## src/design/assert_macros.svh

```systemverilog
// Assertion macros shared by the encoder modules.
// No dependencies; included by the files that carry assertions.
`ifndef ASSERT_MACROS_SVH
`define ASSERT_MACROS_SVH

// Same-cycle implication, disabled while in reset.
`define RSE_ASSERT_NOW(lbl, clk, rst_n, ante, cons, msg) \
	lbl: assert property (@(posedge clk) disable iff (!rst_n) (ante) |-> (cons)) \
		else $error(msg);

// Next-cycle implication, disabled while in reset.
`define RSE_ASSERT_NEXT(lbl, clk, rst_n, ante, cons, msg) \
	lbl: assert property (@(posedge clk) disable iff (!rst_n) (ante) |=> (cons)) \
		else $error(msg);

`endif

```

## src/design/rse_pkg.sv

```systemverilog
// Package for the Reed-Solomon encoder: field constants, generator table, entry types.
// No dependencies.
package rse_pkg;

	localparam int NGEN = 16;
	localparam logic [8:0] FIELD_POLY = 9'h11d;

	localparam int IDX_W = (NGEN > 1) ? $clog2(NGEN) : 1;
	localparam int PH_W = $clog2(NGEN + 1);
	localparam logic [7:0] LONG_LIMIT = 8'(255 - NGEN);
	localparam logic [PH_W-1:0] PH_LAST = PH_W'(NGEN);

	typedef logic [NGEN:0][7:0] gen_t;
	typedef logic [NGEN-1:0][7:0] par_t;

	typedef struct packed {
		logic [7:0] data_byte;
		logic       flag;
		logic       last;
		par_t       parity;
	} entry_t;

	// GF(2^8) multiply, reduced by the low byte of the field polynomial.
	function automatic logic [7:0] gf_mul(input logic [7:0] a, input logic [7:0] b);
		logic [7:0] x;
		logic [7:0] acc;
		x = a;
		acc = '0;
		for (int i = 0; i < 8; i++) begin
			if (b[i]) begin
				acc = acc ^ x;
			end
			x = x[7] ? ({x[6:0], 1'b0} ^ FIELD_POLY[7:0]) : {x[6:0], 1'b0};
		end
		return acc;
	endfunction

	// Generator polynomial (x + a^0)...(x + a^(NGEN-1)), coefficient k at index k.
	function automatic gen_t build_gen();
		gen_t g;
		logic [7:0] root;
		g = '0;
		g[0] = 8'd1;
		root = 8'd1;
		for (int i = 0; i < NGEN; i++) begin
			for (int k = i + 1; k >= 1; k--) begin
				g[k] = g[k-1] ^ gf_mul(root, g[k]);
			end
			g[0] = gf_mul(root, g[0]);
			root = gf_mul(root, 8'd2);
		end
		return g;
	endfunction

	localparam gen_t GEN_COEF = build_gen();

endpackage

```

## src/design/rse_if.sv

```systemverilog
// Stream interfaces for message bytes in and codeword bytes out.
// No dependencies.
interface rse_msg_if;
	logic       valid;
	logic       ready;
	logic [7:0] data_byte;
	logic       last;

	modport source (output valid, output data_byte, output last, input ready);
	modport sink (input valid, input data_byte, input last, output ready);
endinterface

interface rse_code_if;
	logic       valid;
	logic       ready;
	logic [7:0] out_byte;
	logic       is_parity;
	logic       end_of_codeword;
	logic       too_long;

	modport source (output valid, output out_byte, output is_parity,
		output end_of_codeword, output too_long, input ready);
	modport sink (input valid, input out_byte, input is_parity,
		input end_of_codeword, input too_long, output ready);
endinterface

```

## src/design/rse_front.sv

```systemverilog
// Front part: accepts message bytes, runs the remainder LFSR and the length count.
// Depends on rse_pkg, rse_if and assert_macros.svh.
`include "assert_macros.svh"

module rse_front (
	input  logic               clk,
	input  logic               arst_n,
	rse_msg_if.sink            msg,
	input  logic               q_ready,
	output logic               push,
	output rse_pkg::entry_t    push_entry
);

	rse_pkg::par_t par_q;
	rse_pkg::par_t par_nxt;
	logic [7:0]    cnt_q;
	logic [7:0]    cnt_nxt;
	logic [7:0]    fb;
	logic          flag;

	assign msg.ready = q_ready;
	assign push = msg.valid & q_ready;

	always_comb begin
		cnt_nxt = (cnt_q == 8'hff) ? cnt_q : cnt_q + 8'd1;
		flag = cnt_nxt > rse_pkg::LONG_LIMIT;
		fb = msg.data_byte ^ par_q[rse_pkg::NGEN-1];
		par_nxt[0] = rse_pkg::gf_mul(fb, rse_pkg::GEN_COEF[0]);
		for (int k = 1; k < rse_pkg::NGEN; k++) begin
			par_nxt[k] = par_q[k-1] ^ rse_pkg::gf_mul(fb, rse_pkg::GEN_COEF[k]);
		end
	end

	always_comb begin
		push_entry.data_byte = msg.data_byte;
		push_entry.flag = flag;
		push_entry.last = msg.last;
		push_entry.parity = par_nxt;
	end

	always_ff @(posedge clk or negedge arst_n) begin
		if (!arst_n) begin
			par_q <= '0;
			cnt_q <= '0;
		end else if (push) begin
			if (msg.last) begin
				par_q <= '0;
				cnt_q <= '0;
			end else begin
				par_q <= par_nxt;
				cnt_q <= cnt_nxt;
			end
		end
	end

	`RSE_ASSERT_NEXT(a_clear_after_last, clk, arst_n, push && msg.last,
		cnt_q == 8'd0 && par_q == '0, "state not cleared after last byte")

endmodule

```

## src/design/rse_queue.sv

```systemverilog
// Two-entry queue between the LFSR front and the output sequencer.
// Depends on rse_pkg and assert_macros.svh.
`include "assert_macros.svh"

module rse_queue (
	input  logic            clk,
	input  logic            arst_n,
	input  logic            push,
	input  rse_pkg::entry_t push_entry,
	output logic            not_full,
	output logic            head_vld,
	output rse_pkg::entry_t head,
	input  logic            pop
);

	rse_pkg::entry_t slot_q [2];
	logic            wr_ptr_q;
	logic            rd_ptr_q;
	logic [1:0]      cnt_q;

	assign not_full = cnt_q != 2'd2;
	assign head_vld = cnt_q != 2'd0;
	assign head = slot_q[rd_ptr_q];

	always_ff @(posedge clk) begin
		if (push) begin
			slot_q[wr_ptr_q] <= push_entry;
		end
	end

	always_ff @(posedge clk or negedge arst_n) begin
		if (!arst_n) begin
			wr_ptr_q <= 1'b0;
			rd_ptr_q <= 1'b0;
			cnt_q <= '0;
		end else begin
			if (push) begin
				wr_ptr_q <= ~wr_ptr_q;
			end
			if (pop) begin
				rd_ptr_q <= ~rd_ptr_q;
			end
			cnt_q <= cnt_q + 2'(push) - 2'(pop);
		end
	end

	`RSE_ASSERT_NOW(a_no_overflow, clk, arst_n, 1'b1, cnt_q <= 2'd2, "queue count out of range")
	`RSE_ASSERT_NOW(a_no_underflow, clk, arst_n, pop, head_vld, "pop from empty queue")

endmodule

```

## src/design/rse_back.sv

```systemverilog
// Back part: emits the message byte, then on the last byte the parity bytes.
// Depends on rse_pkg, rse_if and assert_macros.svh.
`include "assert_macros.svh"

module rse_back (
	input  logic            clk,
	input  logic            arst_n,
	input  logic            head_vld,
	input  rse_pkg::entry_t head,
	output logic            pop,
	rse_code_if.source      code
);

	logic [rse_pkg::PH_W-1:0]  phase_q;
	logic [rse_pkg::PH_W-1:0]  idx_full;
	logic [rse_pkg::IDX_W-1:0] idx;
	logic                      advance;
	logic                      done;
	logic                      ovld_q;
	logic [7:0]                obyte_q;
	logic                      opar_q;
	logic                      oeoc_q;
	logic                      olong_q;

	assign advance = !ovld_q || code.ready;
	assign done = (phase_q == '0 && !head.last) || phase_q == rse_pkg::PH_LAST;
	assign pop = advance && head_vld && done;
	assign idx_full = rse_pkg::PH_LAST - phase_q;
	assign idx = idx_full[rse_pkg::IDX_W-1:0];

	always_ff @(posedge clk or negedge arst_n) begin
		if (!arst_n) begin
			ovld_q <= 1'b0;
			phase_q <= '0;
		end else if (advance) begin
			ovld_q <= head_vld;
			if (head_vld) begin
				phase_q <= done ? '0 : phase_q + rse_pkg::PH_W'(1);
			end
		end
	end

	always_ff @(posedge clk) begin
		if (advance && head_vld) begin
			olong_q <= head.flag;
			if (phase_q == '0) begin
				obyte_q <= head.data_byte;
				opar_q <= 1'b0;
				oeoc_q <= 1'b0;
			end else begin
				obyte_q <= head.parity[idx];
				opar_q <= 1'b1;
				oeoc_q <= phase_q == rse_pkg::PH_LAST;
			end
		end
	end

	assign code.valid = ovld_q;
	assign code.out_byte = obyte_q;
	assign code.is_parity = opar_q;
	assign code.end_of_codeword = oeoc_q;
	assign code.too_long = olong_q;

	`RSE_ASSERT_NOW(a_phase_range, clk, arst_n, phase_q != '0,
		head_vld && head.last && phase_q <= rse_pkg::PH_LAST, "parity phase without last entry")
	`RSE_ASSERT_NOW(a_eoc_parity, clk, arst_n, ovld_q && oeoc_q, opar_q,
		"end of codeword on a non-parity byte")

endmodule

```

## src/design/reed_solomon_encoder_unit.sv

```systemverilog
// Top level of the systematic Reed-Solomon encoder over GF(2^8).
// Depends on rse_pkg, rse_if, rse_front, rse_queue and rse_back.
//
//   channel | dir | request contents
//   --------+-----+------------------------------------------------------
//   msg     | in  | data_byte, last
//   code    | out | out_byte, is_parity, end_of_codeword, too_long
//
// A message byte is taken whenever the queue has room: the LFSR with its
// constant field multipliers updates in the same cycle, and a snapshot goes
// into a two-entry queue. The output sequencer sends one request per cycle
// while the receiver is ready: one per message byte, plus NGEN parity bytes
// after the last one, so a last byte stalls the input once the queue fills.
// Reset clears the LFSR, the length count, the queue pointers and the output valid flag.
// Either side may stall; the queue and output register hold everything.
module reed_solomon_encoder_unit (
	input  logic         clk,
	input  logic         arst_n,
	rse_msg_if.sink      msg,
	rse_code_if.source   code
);

	logic            q_ready;
	logic            push;
	rse_pkg::entry_t push_entry;
	logic            head_vld;
	rse_pkg::entry_t head;
	logic            pop;

	// Accept bytes and advance the remainder register.
	rse_front u_front (
		.clk        (clk),
		.arst_n     (arst_n),
		.msg        (msg),
		.q_ready    (q_ready),
		.push       (push),
		.push_entry (push_entry)
	);

	// Decouple the byte rate in from the parity burst out.
	rse_queue u_queue (
		.clk        (clk),
		.arst_n     (arst_n),
		.push       (push),
		.push_entry (push_entry),
		.not_full   (q_ready),
		.head_vld   (head_vld),
		.head       (head),
		.pop        (pop)
	);

	// Drain entries as codeword bytes.
	rse_back u_back (
		.clk      (clk),
		.arst_n   (arst_n),
		.head_vld (head_vld),
		.head     (head),
		.pop      (pop),
		.code     (code)
	);

endmodule

```

## src/flat_wrapper.sv

```systemverilog
// flat-port wrapper written by rule: the top's interface ports become plain ports
module reed_solomon_encoder_unit_flat 
  (clk, arst_n, msg_valid, msg_data_byte, msg_last, msg_ready, code_valid, code_out_byte, code_is_parity, code_end_of_codeword, code_too_long, code_ready);
  rse_msg_if msg_i ();
  rse_code_if code_i ();
  input  logic clk;
  input  logic arst_n;
  input wire logic [$bits(msg_i.valid)-1:0] msg_valid;
  input wire logic [$bits(msg_i.data_byte)-1:0] msg_data_byte;
  input wire logic [$bits(msg_i.last)-1:0] msg_last;
  output wire logic [$bits(msg_i.ready)-1:0] msg_ready;
  output wire logic [$bits(code_i.valid)-1:0] code_valid;
  output wire logic [$bits(code_i.out_byte)-1:0] code_out_byte;
  output wire logic [$bits(code_i.is_parity)-1:0] code_is_parity;
  output wire logic [$bits(code_i.end_of_codeword)-1:0] code_end_of_codeword;
  output wire logic [$bits(code_i.too_long)-1:0] code_too_long;
  input wire logic [$bits(code_i.ready)-1:0] code_ready;
  assign msg_i.valid = msg_valid;
  assign msg_i.data_byte = msg_data_byte;
  assign msg_i.last = msg_last;
  assign msg_ready = msg_i.ready;
  assign code_valid = code_i.valid;
  assign code_out_byte = code_i.out_byte;
  assign code_is_parity = code_i.is_parity;
  assign code_end_of_codeword = code_i.end_of_codeword;
  assign code_too_long = code_i.too_long;
  assign code_i.ready = code_ready;
  reed_solomon_encoder_unit u_core (.clk(clk), .arst_n(arst_n), .msg(msg_i), .code(code_i));
endmodule
```

## config.mk

```make
export PLATFORM = sky130hd
export DESIGN_NAME = reed_solomon_encoder_unit_flat
export DESIGN_NICKNAME = d
export VERILOG_FILES = /design/src/design/rse_pkg.sv /design/src/design/rse_if.sv /design/src/design/rse_front.sv /design/src/design/rse_queue.sv /design/src/design/rse_back.sv /design/src/design/reed_solomon_encoder_unit.sv /design/src/flat_wrapper.sv
export VERILOG_INCLUDE_DIRS = /design/src /design/src/design
export SDC_FILE = /design/constraint.sdc
export NUM_CORES = 1
export LEC_CHECK = 0
export BUFFER_PORTS_ARGS = -buffer_cell sky130_fd_sc_hd__buf_2
export CORE_MARGIN = 4
export CORE_UTILIZATION = 30
export CTS_BUF_LIST = sky130_fd_sc_hd__clkbuf_2
export CTS_CLUSTER_DIAMETER = 200
export DETAILED_ROUTE_END_ITERATION = 8
export SLEW_MARGIN = 30
export SYNTH_ARGS = -nofsm -noshare
export SYNTH_HDL_FRONTEND = slang
export SYNTH_SLANG_ARGS = --single-unit
```

## constraint.sdc

```tcl
create_clock -name clk -period 10.5 [get_ports clk]
set_input_delay 0.525 -clock clk [delete_from_list [all_inputs] [get_ports clk]]
set_output_delay 0.525 -clock clk [all_outputs]
set_load 0.005 [all_outputs]
```

==> results of run 1 <==
==> per-layer routing <==
layer  GRT usage  up-vias  routed length, µm
met5           0        -                  0
met4      0.0429        0                789
met3      0.0376       55               3470
met2       0.228      417              22600
met1       0.187     5630              20500
li1            -     4649                  -
==> final cells by class <==
type	instances	area share
flip-flops and latches	433	0.575
multi-input cells	639	0.303
well taps	837	0.0490
clock buffers	170	0.0398
repair buffers	62	0.0226
clock inverters	31	0.00808
inverters	12	0.00223
diodes	1	0.000117
==> through the flow <==
step | area, µm² | util | std cells | worst slack [ps] | hold WS (ps)
floorplan | 19000 | - | 1147 | 2610 | 229
global placement | 20200 | 0.325 | 1970 | 6970 | 483
detailed placement | 20200 | 0.325 | 1971 | 7090 | 492
CTS | 21300 | 0.343 | 2184 | 7100 | 86.9
global route | 21400 | 0.344 | 2185 | 6970 | 168
finish | 21400 | 0.344 | 2185 | 7250 | 163
==> Yosys cell counts (16+ instances only) <==
| cell | n | area, µm² |
|---|---|---|
| edfxtp_1 | 287 | 8620 |
| xnor2_1 | 163 | 1430 |
| dfrtp_1 | 146 | 3650 |
| a22o_1 | 124 | 1090 |
| mux4_2 | 64 | 1440 |
| nand2_1 | 64 | 240 |
| clkbuf_1 | 44 | 165 |
| xor2_1 | 44 | 385 |
| nand3_1 | 21 | 105 |
| mux2i_1 | 18 | 180 |
| o21ai_0 | 16 | 80.1 |
| xnor3_1 | 16 | 360 |
==> critical path: stages (launching register included) <==
cell and delay, ps:
dfrtp_4 630, buf_4 770, or4_1 270, and3b_1 720, a32oi_1 230, nand4_1 230
o21ai_0 110
==> placed cells by master (no fill, tap or decap), types with 24 or more instances in the layout <==
cell	n
edfxtp_1	287
dfrtp_1	144
clkbuf_2	170
buf_2	24
clkinv_1	25
xnor2_1	160
nand2_1	64
a22o_1	124
xor2_1	42
mux4_2	64
==> flip-flops by register name (all words and copies together) (netlist names) <==
name                                count
u_core.u_back.code.is_parity            1
u_core.u_queue.slot_q                 276
u_core.u_queue.cnt_q                    2
u_core.u_back.code.valid                1
u_core.u_front.cnt_q                    8
u_core.u_front.par_q                  128
u_core.u_back.code.end_of_codeword      1
u_core.u_queue.rd_ptr_q                 1
u_core.u_queue.wr_ptr_q                 1
u_core.u_back.code.too_long             1
u_core.u_back.code.out_byte             8
u_core.u_back.phase_q                   5
==> worst min path at each step <==
stage	startpoint	to	slack (ps)	cells after the start
after floorplan	arst_n	u_core.u_back.code.valid	230	0
after global placement	u_core.u_front.par_q[32]	u_core.u_front.par_q[32]	480	2
after detailed placement	u_core.u_front.par_q[56]	u_core.u_front.par_q[56]	490	2
after CTS	arst_n	u_core.u_front.par_q[125]	90	2
after global routing	arst_n	u_core.u_front.par_q[96]	170	2
final	arst_n	u_core.u_front.par_q[125]	160	2
==> kinds of logic (layout without fill, tap and decap cells) <==
group | Yosys count | count (layout) | share of synthesized area
other | 0 | 1 | 0
flip-flops | 433 | 433 | 0.647
XOR/XNOR | 252 | 252 | 0.144
AO/OA/AOI/OAI | 172 | 172 | 0.0737
buffers and inverters | 75 | 275 | 0.0157
adder cells (fa/ha/maj) | 5 | 5 | 0.00330
multiplexers | 83 | 83 | 0.0861
AND/OR/NAND/NOR | 127 | 127 | 0.0304
==> results.md, run 1 <==
* Status: complete, no violations
* DR vias at between 10k and 15k
* Core ar. at between 60,000 and 70,000 µm²
* Worst R2R Setup Slack at between 7000 and 8000 ps
* Slew HR at 0.333
* First-pass GRT wire length at ~70,000 µm
* CTS tree: built
* Final HPWL DP at 28,200 µm
* Vias per cell at a little under 5
* Synth warn at 0
* Area of the multi-input gates at 6480 µm²
* Filler cell count at between 6k and 7k
* FF/Latch Area at 12,300 µm²
* Largest net degree at the start of global routing at between 100 and 150
* Synth Register Bits at approximately 430
* Vias in the first global route at 11.1k
* Critical Path RT at 11,240 ps
* Row cnt at slightly above 90
* Initial DRT Pass Iterations at 6
* Starting Density at 0.305
* Net count after synthesis at 1,165
* Cell area after synthesis at around 19,000 µm²
* GRT Util Overall at 0.141
* Avg WL per Cell at about 22 µm
* Ys flop type: edfxtp_1
* CP endpoint kind: register
* Crit Path Max Fanout at between 50 and 60
* Setup crit end: u_core.u_back.code.out_byte[6]
* Max-cap viol count at 0
* Final nets at ~1.3k
* Ports at 26
* Worst r2r src: u_core.u_back.phase_q[0]
* # port buffers at 25
* Remaining DRCs at 0
* Layout area overhead at 12.6%
* Global route overflow at 0
* Final hold vios at 0
* Setup TNS at 0 ps
* Startpoint Class: register
* Chip Width at about 260 µm
* Longest Clk Path Bufs at 3
* RSZ-0062 raised after global routing: no
* Tightest Pin Transition at roughly 990 ps
* Fraction of registers with async set or reset after synthesis at 0.337
* Achievable frequency at about 300 MHz
* GPL Wtd Cong at 0.775
* Critical Path Source: u_core.u_back.phase_q[0]
* WL final at about 47,000 µm
* Clock Pin Slew Worst Setup and Hold Paths at 120 ps
* Reg2reg path depth at 6
* Die Span Y at about 260 µm
* Hold Path Class: input port to async pin
* Initial antenna violation count at 2
* Num CTS Buffers at 109
* Die area at around 67,000 µm²
* Unique masters post-synth at 45
* Cells after Synth at 1,147
* H-tree Lvls at 3
* Setup bufs post-CTS at 0
* Final clock skew at roughly 66 ps
* Hold-fix buffers, CTS at 12
* Fin crit share at 0.310
* Final Critical Period at between 3000 and 4000 ps
* Critical path class: register to register
* Worst flop-to-flop path endpoint: u_core.u_back.code.out_byte[6]
* DRT iter0 DRCs at 992
* Final slew viol count at 0
* Clock sinks at 433
* Seq/Total Area, Yosys at 0.647
* Clock root buffer master: clkbuf_2
* Number of synthesized flops with an enable pin at approximately 290
* Crit path arrival time at about 4000 ps
* Post_cts resized at 0
* Synth Area per Inst at 16.5 µm²
* Final setup fails at 0
* Antenna-violating nets left at 0
* Skew-Pair Late Insertion Delay at approximately 1000 ps
* Share of layout cells above drive strength 1 at 0.244
Power of run 1 is not shown: default switching activity piles up to over one toggle a cycle in this logic, so the estimate is an artifact.
==> inputs of run 2 (changes only) <==
clock period = 3.13 ns   (was 10.5 ns; I/O delays follow)
==> results.md, run 2 (synthesis results as in run 1) <==
* Critical path class: register to register (unchanged)
* Vias per cell at 4.88 (was 4.92)
* DRT iter0 DRCs at 864 (was 992)
* Hold Path Stages at 3
* Setup TNS at 0 ps (unchanged)
* Achievable frequency at 354 MHz (was 308 MHz)
* Final clock skew at 59.9 ps (was 66.3 ps)
* CP endpoint kind: register (unchanged)
* # port buffers at 25 (unchanged)
* Setup bufs post-CTS at 0 (unchanged)
* Worst r2r src: u_core.u_front.par_q[121] (was u_core.u_back.phase_q[0])
* Ports at 26 (unchanged)
* Core ar. at 62,200 µm² (unchanged)
* Avg WL per Cell at 21.7 µm (about the same)
* Commonest non-fill, non-tap cell in the layout: edfxtp_1 (unchanged)
* GPL Wtd Cong at 0.786 (was 0.775)
* Die area at 67,300 µm² (unchanged)
* Flip-flop count of the largest register after layout at 276 (unchanged)
* Clock root buffer master: clkbuf_2 (unchanged)
* Final setup margin at 303 ps (was 7250 ps)
* Antenna-violating nets left at 0 (unchanged)
* Hold Path Class: input port to register (was input port to async pin)
* First-pass GRT wire length at 73,500 µm (was 71,100 µm)
* Largest net degree at the start of global routing at 125 (was 139)
* Num CTS Buffers at 107 (was 109)
* Hold Crit Start: msg_last
* Status: complete, no violations (unchanged)
* Share of layout cells above drive strength 1 at 0.257 (was 0.244)
* Worst Hold Slack at 128 ps (was 163 ps)
* Vias in the first global route at 11.4k (was 11.1k)
* Largest register by flop count: u_core.u_queue.slot_q (unchanged)
* Clock Pin Slew Worst Setup and Hold Paths at 110 ps (was 120 ps)
* Chip Width at 259 µm (unchanged)
* Global route overflow at 0 (unchanged)
* Die Span Y at 259 µm (unchanged)
* Final setup fails at 0 (unchanged)
* Final hold vios at 0 (unchanged)
* Worst flop-to-flop path endpoint: u_core.u_front.par_q[76] (was u_core.u_back.code.out_byte[6])
* Hold Path End: u_core.u_front.par_q[56]
* DR vias at 10.9k (was 10.8k)
* RSZ-0062 raised after global routing: no (unchanged)
* Final HPWL DP at 30,000 µm (was 28,200 µm)
* Clock sinks at 433 (unchanged)
* Crit path arrival time at 3740 ps (was 3990 ps)
* Max-cap viol count at 0 (unchanged)
* Skew-Pair Late Insertion Delay at 1060 ps (was 1010 ps)
* Worst R2R Setup Slack at 300 ps (was 7250 ps)
* Starting Density at 0.305 (unchanged)
* Crit Path Max Fanout at 6 (was 54)
* FF/Latch Area at 12,300 µm² (unchanged)
* Fin crit share at 0.903 (was 0.310)
* Layout area overhead at 15.1% (was 12.6%)
* H-tree Lvls at 3 (unchanged)
* Setup WS pre-CTS at 300 ps (was 7090 ps)
* Top Registers: u_core.u_queue.slot_q: 276 flops, u_core.u_front.par_q: 128 flops (unchanged)
* CTS tree: built (unchanged)
* Initial DRT Pass Iterations at 5 (was 6)
* Critical Path RT at 4050 ps (was 11,240 ps)
* Final slew viol count at 0 (unchanged)
* Most frequent cells in the layout: 287 x edfxtp_1, 160 x xnor2_1, 154 x clkbuf_2 (was 287 x edfxtp_1, 170 x clkbuf_2, 160 x xnor2_1)
* Filler cell count at 6,020 (was 6,048)
* Longest Clk Path Bufs at 3 (unchanged)
* WL final at 48,400 µm (was 47,400 µm)
* Initial antenna violation count at 2 (unchanged)
* Post_cts resized at 0 (unchanged)
* Row cnt at 91 (unchanged)
* Startpoint Class: register (unchanged)
* Final nets at 1,320 (was 1,275)
* GRT Util Overall at 0.145 (was 0.141)
* Area of the multi-input gates at 6480 µm² (about the same)
* Post-layout util at 0.351 (was 0.344)
* Tightest Pin Transition at 883 ps (was 994 ps)
* Remaining DRCs at 0 (unchanged)
* Final Critical Period at 2830 ps (was 3250 ps)
* Reg2reg path depth at 5 (was 6)
* Slew HR at 0.407 (was 0.333)
[run 2: cell types whose count changed in the layout (fill, tap and decap cells not counted), sizes merged]
cell	delta
clkbuf	-16
inv	+1
dlygate4sd3	+11
clkinvlp	+1
clkinv	+12
buf	+36
[run 2: metal layers]
layer	up-vias	GRT usage	routed length, µm
li1	4742	-	-
met1	5647	0.198	20800
met2	419	0.229	23000
met3	77	0.0328	3420
met4	0	0.0523	1200
met5	-	0	0
[run 2: worst max-delay path by stage]
stage,start,endpoint,slack [ps],cells after the start
after floorplan,u_core.u_queue.cnt_q[1],u_core.u_queue.slot_q[0][0],-580,8
after global placement,u_core.u_front.par_q[121],u_core.u_front.par_q[80],320,5
after detailed placement,u_core.u_front.par_q[121],u_core.u_front.par_q[80],300,5
after CTS,u_core.u_front.par_q[121],u_core.u_front.par_q[80],280,5
after global routing,u_core.u_back.phase_q[0],u_core.u_queue.cnt_q[1],160,10
final,u_core.u_front.par_q[121],u_core.u_front.par_q[76],300,5
[run 2: per-stage QoR]
stage	instance area [µm²]	cells
6_report	21800	2230
5_1_grt	21800	2230
4_1_cts	21800	2229
3_5_place_dp	20600	2006
3_3_place_gp	20600	2006
2_1_floorplan	19000	1147
[run 2: cell type report]
| type | count | share of cell area |
|---|---|---|
| diodes | 1 | 0.000115 |
| clock buffers | 154 | 0.0353 |
| clock inverters | 45 | 0.0109 |
| inverters | 12 | 0.00218 |
| multi-input cells | 639 | 0.297 |
| flip-flops and latches | 433 | 0.562 |
| well taps | 837 | 0.0480 |
| repair buffers | 109 | 0.0447 |
[run 2: repair_timing]
item / CTS / global route
hold buffers: 24 / 0
endpoints found under the setup margin: 0 / 0
endpoints found under the hold margin: 295 / 0
[run 2: critical path, cell delays in order, from the launching register on]
cell     delay (ps)
dfrtp_1         460
xor2_2          540
xnor3_1         570
xor2_1          480
xor3_1          470
a22o_1          190
Power of run 2 is left out for the same reason.
==> inputs of run 3 (changes only) <==
ABC_AREA = 1   (was not set)
==> results.md, run 3 <==
* Status: complete, no violations (unchanged)
* Vias in the first global route at 14.6k (was 11.4k)
* Synth warn at 0 (unchanged)
* Crit path arrival time at 3700 ps (was 3740 ps)
* Critical Path Source: u_core.u_back.phase_q[0] (was u_core.u_front.par_q[121])
* H-tree Lvls at 3 (unchanged)
* Final setup fails at 0 (unchanged)
* Ys flop type: edfxtp_1 (unchanged)
* Die area at 71,800 µm² (was 67,300 µm²)
* Clock sinks at 433 (unchanged)
* Initial DRT Pass Iterations at 5 (unchanged)
* Num CTS Buffers at 107 (unchanged)
* Number of synthesized flops with an enable pin at 287 (unchanged)
* Chip Width at 268 µm (was 259 µm)
* Area of the multi-input gates at 6950 µm² (was 6480 µm²)
* Die Span Y at 268 µm (was 259 µm)
* CTS tree: built (unchanged)
* DR vias at 14.6k (was 10.9k)
* Synth Register Bits at 433 (unchanged)
* Crit Path Max Fanout at 67 (was 6)
* GRT Util Overall at 0.165 (was 0.145)
* Largest net degree at the start of global routing at 68 (was 125)
* Final setup margin at 253 ps (was 303 ps)
* Largest register by flop count: u_core.u_queue.slot_q (unchanged)
* Filler cell count at 6,714 (was 6,020)
* Final nets at 2,005 (was 1,320)
* Tightest Pin Transition at 947 ps (was 883 ps)
* Layout area overhead at 13.8% (was 15.1%)
* Worst r2r src: u_core.u_back.phase_q[0] (was u_core.u_front.par_q[121])
* Vias per cell at 4.94 (was 4.88)
* Worst R2R Setup Slack at 250 ps (was 300 ps)
* Avg WL per Cell at 20.1 µm (was 21.7 µm)
* Most frequent cells in the layout: 294 x nand2_1, 287 x edfxtp_1, 195 x o21ai_0 (was 287 x edfxtp_1, 160 x xnor2_1, 154 x clkbuf_2)
* Ports at 26 (unchanged)
* Final slew viol count at 0 (unchanged)
* Cells after Synth at 1,863 (was 1,147)
* Commonest non-fill, non-tap cell in the layout: nand2_1 (was edfxtp_1)
* Skew-Pair Late Insertion Delay at 1070 ps (was 1060 ps)
* Reg2reg path depth at 8 (was 5)
* Remaining DRCs at 0 (unchanged)
* Final Critical Period at 2880 ps (was 2830 ps)
* Global route overflow at 0 (unchanged)
* Clock Pin Slew Worst Setup and Hold Paths at 110 ps (about the same)
* Worst flop-to-flop path endpoint: u_core.u_back.code.out_byte[7] (was u_core.u_front.par_q[76])
* Cell area after synthesis at 20,300 µm² (was 19,000 µm²)
* Initial antenna violation count at 4 (was 2)
* Unique masters post-synth at 45 (unchanged)
* Core ar. at 67,000 µm² (was 62,200 µm²)
* Final clock skew at 86.4 ps (was 59.9 ps)
* Fraction of registers with async set or reset after synthesis at 0.337 (unchanged)
* Max-cap viol count at 0 (unchanged)
* Most frequent cell after synthesis: nand2_1 (was edfxtp_1)
* Slew HR at 0.369 (was 0.407)
* Clock root buffer master: clkbuf_2 (unchanged)
* Top cell type's share of synthesized area at 0.425 (was 0.454)
* Critical Path RT at 3960 ps (was 4050 ps)
* Startpoint Class: register (unchanged)
* Achievable frequency at 348 MHz (was 354 MHz)
* Seq/Total Area, Yosys at 0.606 (was 0.647)
* Net count after synthesis at 1,881 (was 1,165)
* Hold Path End: u_core.u_front.cnt_q[2] (was u_core.u_front.par_q[56])
* Hold Path Stages at 5 (was 3)
* WL final at 59,300 µm (was 48,400 µm)
* Synth Area per Inst at 10.9 µm² (was 16.5 µm²)
* DRT iter0 DRCs at 1,486 (was 864)
* # port buffers at 25 (unchanged)
* Longest Clk Path Bufs at 3 (unchanged)
* Hold Path Class: input port to register (unchanged)
* Starting Density at 0.302 (was 0.305)
* Flip-flop count of the largest register after layout at 276 (unchanged)
* Most area-consuming cells after synthesis: edfxtp_1 43%, dfrtp_1 18%, xor2_1 6.9% (was edfxtp_1 45%, dfrtp_1 19%, mux4_2 7.6%)
* Row cnt at 95 (was 91)
* RSZ-0062 raised after global routing: no (unchanged)
* Final HPWL DP at 38,200 µm (was 30,000 µm)
* GPL Wtd Cong at 0.916 (was 0.786)
* Fin crit share at 0.919 (was 0.903)
* Hold Crit Start: msg_last (unchanged)
* FF/Latch Area at 12,300 µm² (about the same)
* Antenna-violating nets left at 0 (unchanged)
* Synth top cells by count: 296 x nand2_1, 287 x edfxtp_1, 195 x o21ai_0, 174 x inv_1, 159 x xor2_1 (was 287 x edfxtp_1, 163 x xnor2_1, 146 x dfrtp_1, 124 x a22o_1)
* First-pass GRT wire length at 89,900 µm (was 73,500 µm)
* Setup WS pre-CTS at 221 ps (was 300 ps)
* Share of layout cells above drive strength 1 at 0.179 (was 0.257)
* Top Registers: u_core.u_queue.slot_q: 276 flops, u_core.u_front.par_q: 128 flops (unchanged)
* Final hold vios at 0 (unchanged)
* Area leader, netlist: edfxtp_1 (unchanged)
* Critical path class: register to register (unchanged)
* CP endpoint kind: register (unchanged)
-- run 3: changes by cell type after synthesis, sizes merged, moves of 110 or more --
cell and change:
a22o -110, inv +176, nand2 +294, nor2 +131, o21ai +183, xnor2 -147
xor2 +123
-- run 3: metal layers --
layer / GRT usage / vias to the layer above / share of wire
met3: 0.0305 / 109 / 0.068
li1: - / 6637 / -
met4: 0.0609 / 2 / 0.027
met5: 0 / - / 0.00022
met1: 0.223 / 7296 / 0.43
met2: 0.267 / 558 / 0.47
-- run 3: cell families after synthesis --
| family | after synthesis | share of synthesized area |
|---|---|---|
| AND/OR/NAND/NOR | 581 | 0.130 |
| adder cells (fa/ha/maj) | 5 | 0.00309 |
| XOR/XNOR | 207 | 0.100 |
| buffers and inverters | 274 | 0.0531 |
| AO/OA/AOI/OAI | 363 | 0.108 |
| flip-flops | 433 | 0.606 |
-- run 3: area by class of cell --
class,instances,share of cell area
Antenna cell,1,0.000109
Clock buffer,167,0.0363
Clock inverter,35,0.00635
Inverter,189,0.0312
Multi-Input combinational cell,1156,0.302
Sequential cell,433,0.533
Tap cell,873,0.0474
Timing Repair Buffer,100,0.0444
-- run 3: worst max-delay path, stage by stage, from the launching register on --
cell and delay [ps]:
dfrtp_2 440, inv_2 60, buf_4 640, nand3_1 180, xor2_1 180, buf_4 230
inv_1 460, nand3_1 230, a31o_2 240
-- run 3: repair_timing --
item,4_1_cts,5_1_grt
hold buffers,24,0
setup buffers,0,0
gates resized for setup,0,0
endpoints found under the hold margin,363,0
-- run 3: worst max-delay path by stage --
stage | slack (ps) | end
after floorplan | -190 | u_core.u_queue.slot_q[0][0]
after global placement | 220 | u_core.u_back.code.out_byte[7]
after detailed placement | 220 | u_core.u_back.code.out_byte[7]
after CTS | 220 | u_core.u_back.code.out_byte[7]
after global routing | 90 | u_core.u_back.code.out_byte[7]
final | 250 | u_core.u_back.code.out_byte[7]
-- run 3: per-stage QoR --
stage / setup TNS [ps] / instances / cell area (µm²) / utilization / hold slack, ps
after floorplan: -37120 / 1863 / 20300 / - / -139
after global placement: 0 / 2727 / 21800 / 0.325 / 174
after detailed placement: 0 / 2727 / 21800 / 0.325 / 169
after CTS: 0 / 2953 / 23000 / 0.344 / 35.2
after global routing: 0 / 2954 / 23000 / 0.344 / 109
final: 0 / 2954 / 23000 / 0.344 / 172
Power of run 3 is left out for the same reason.
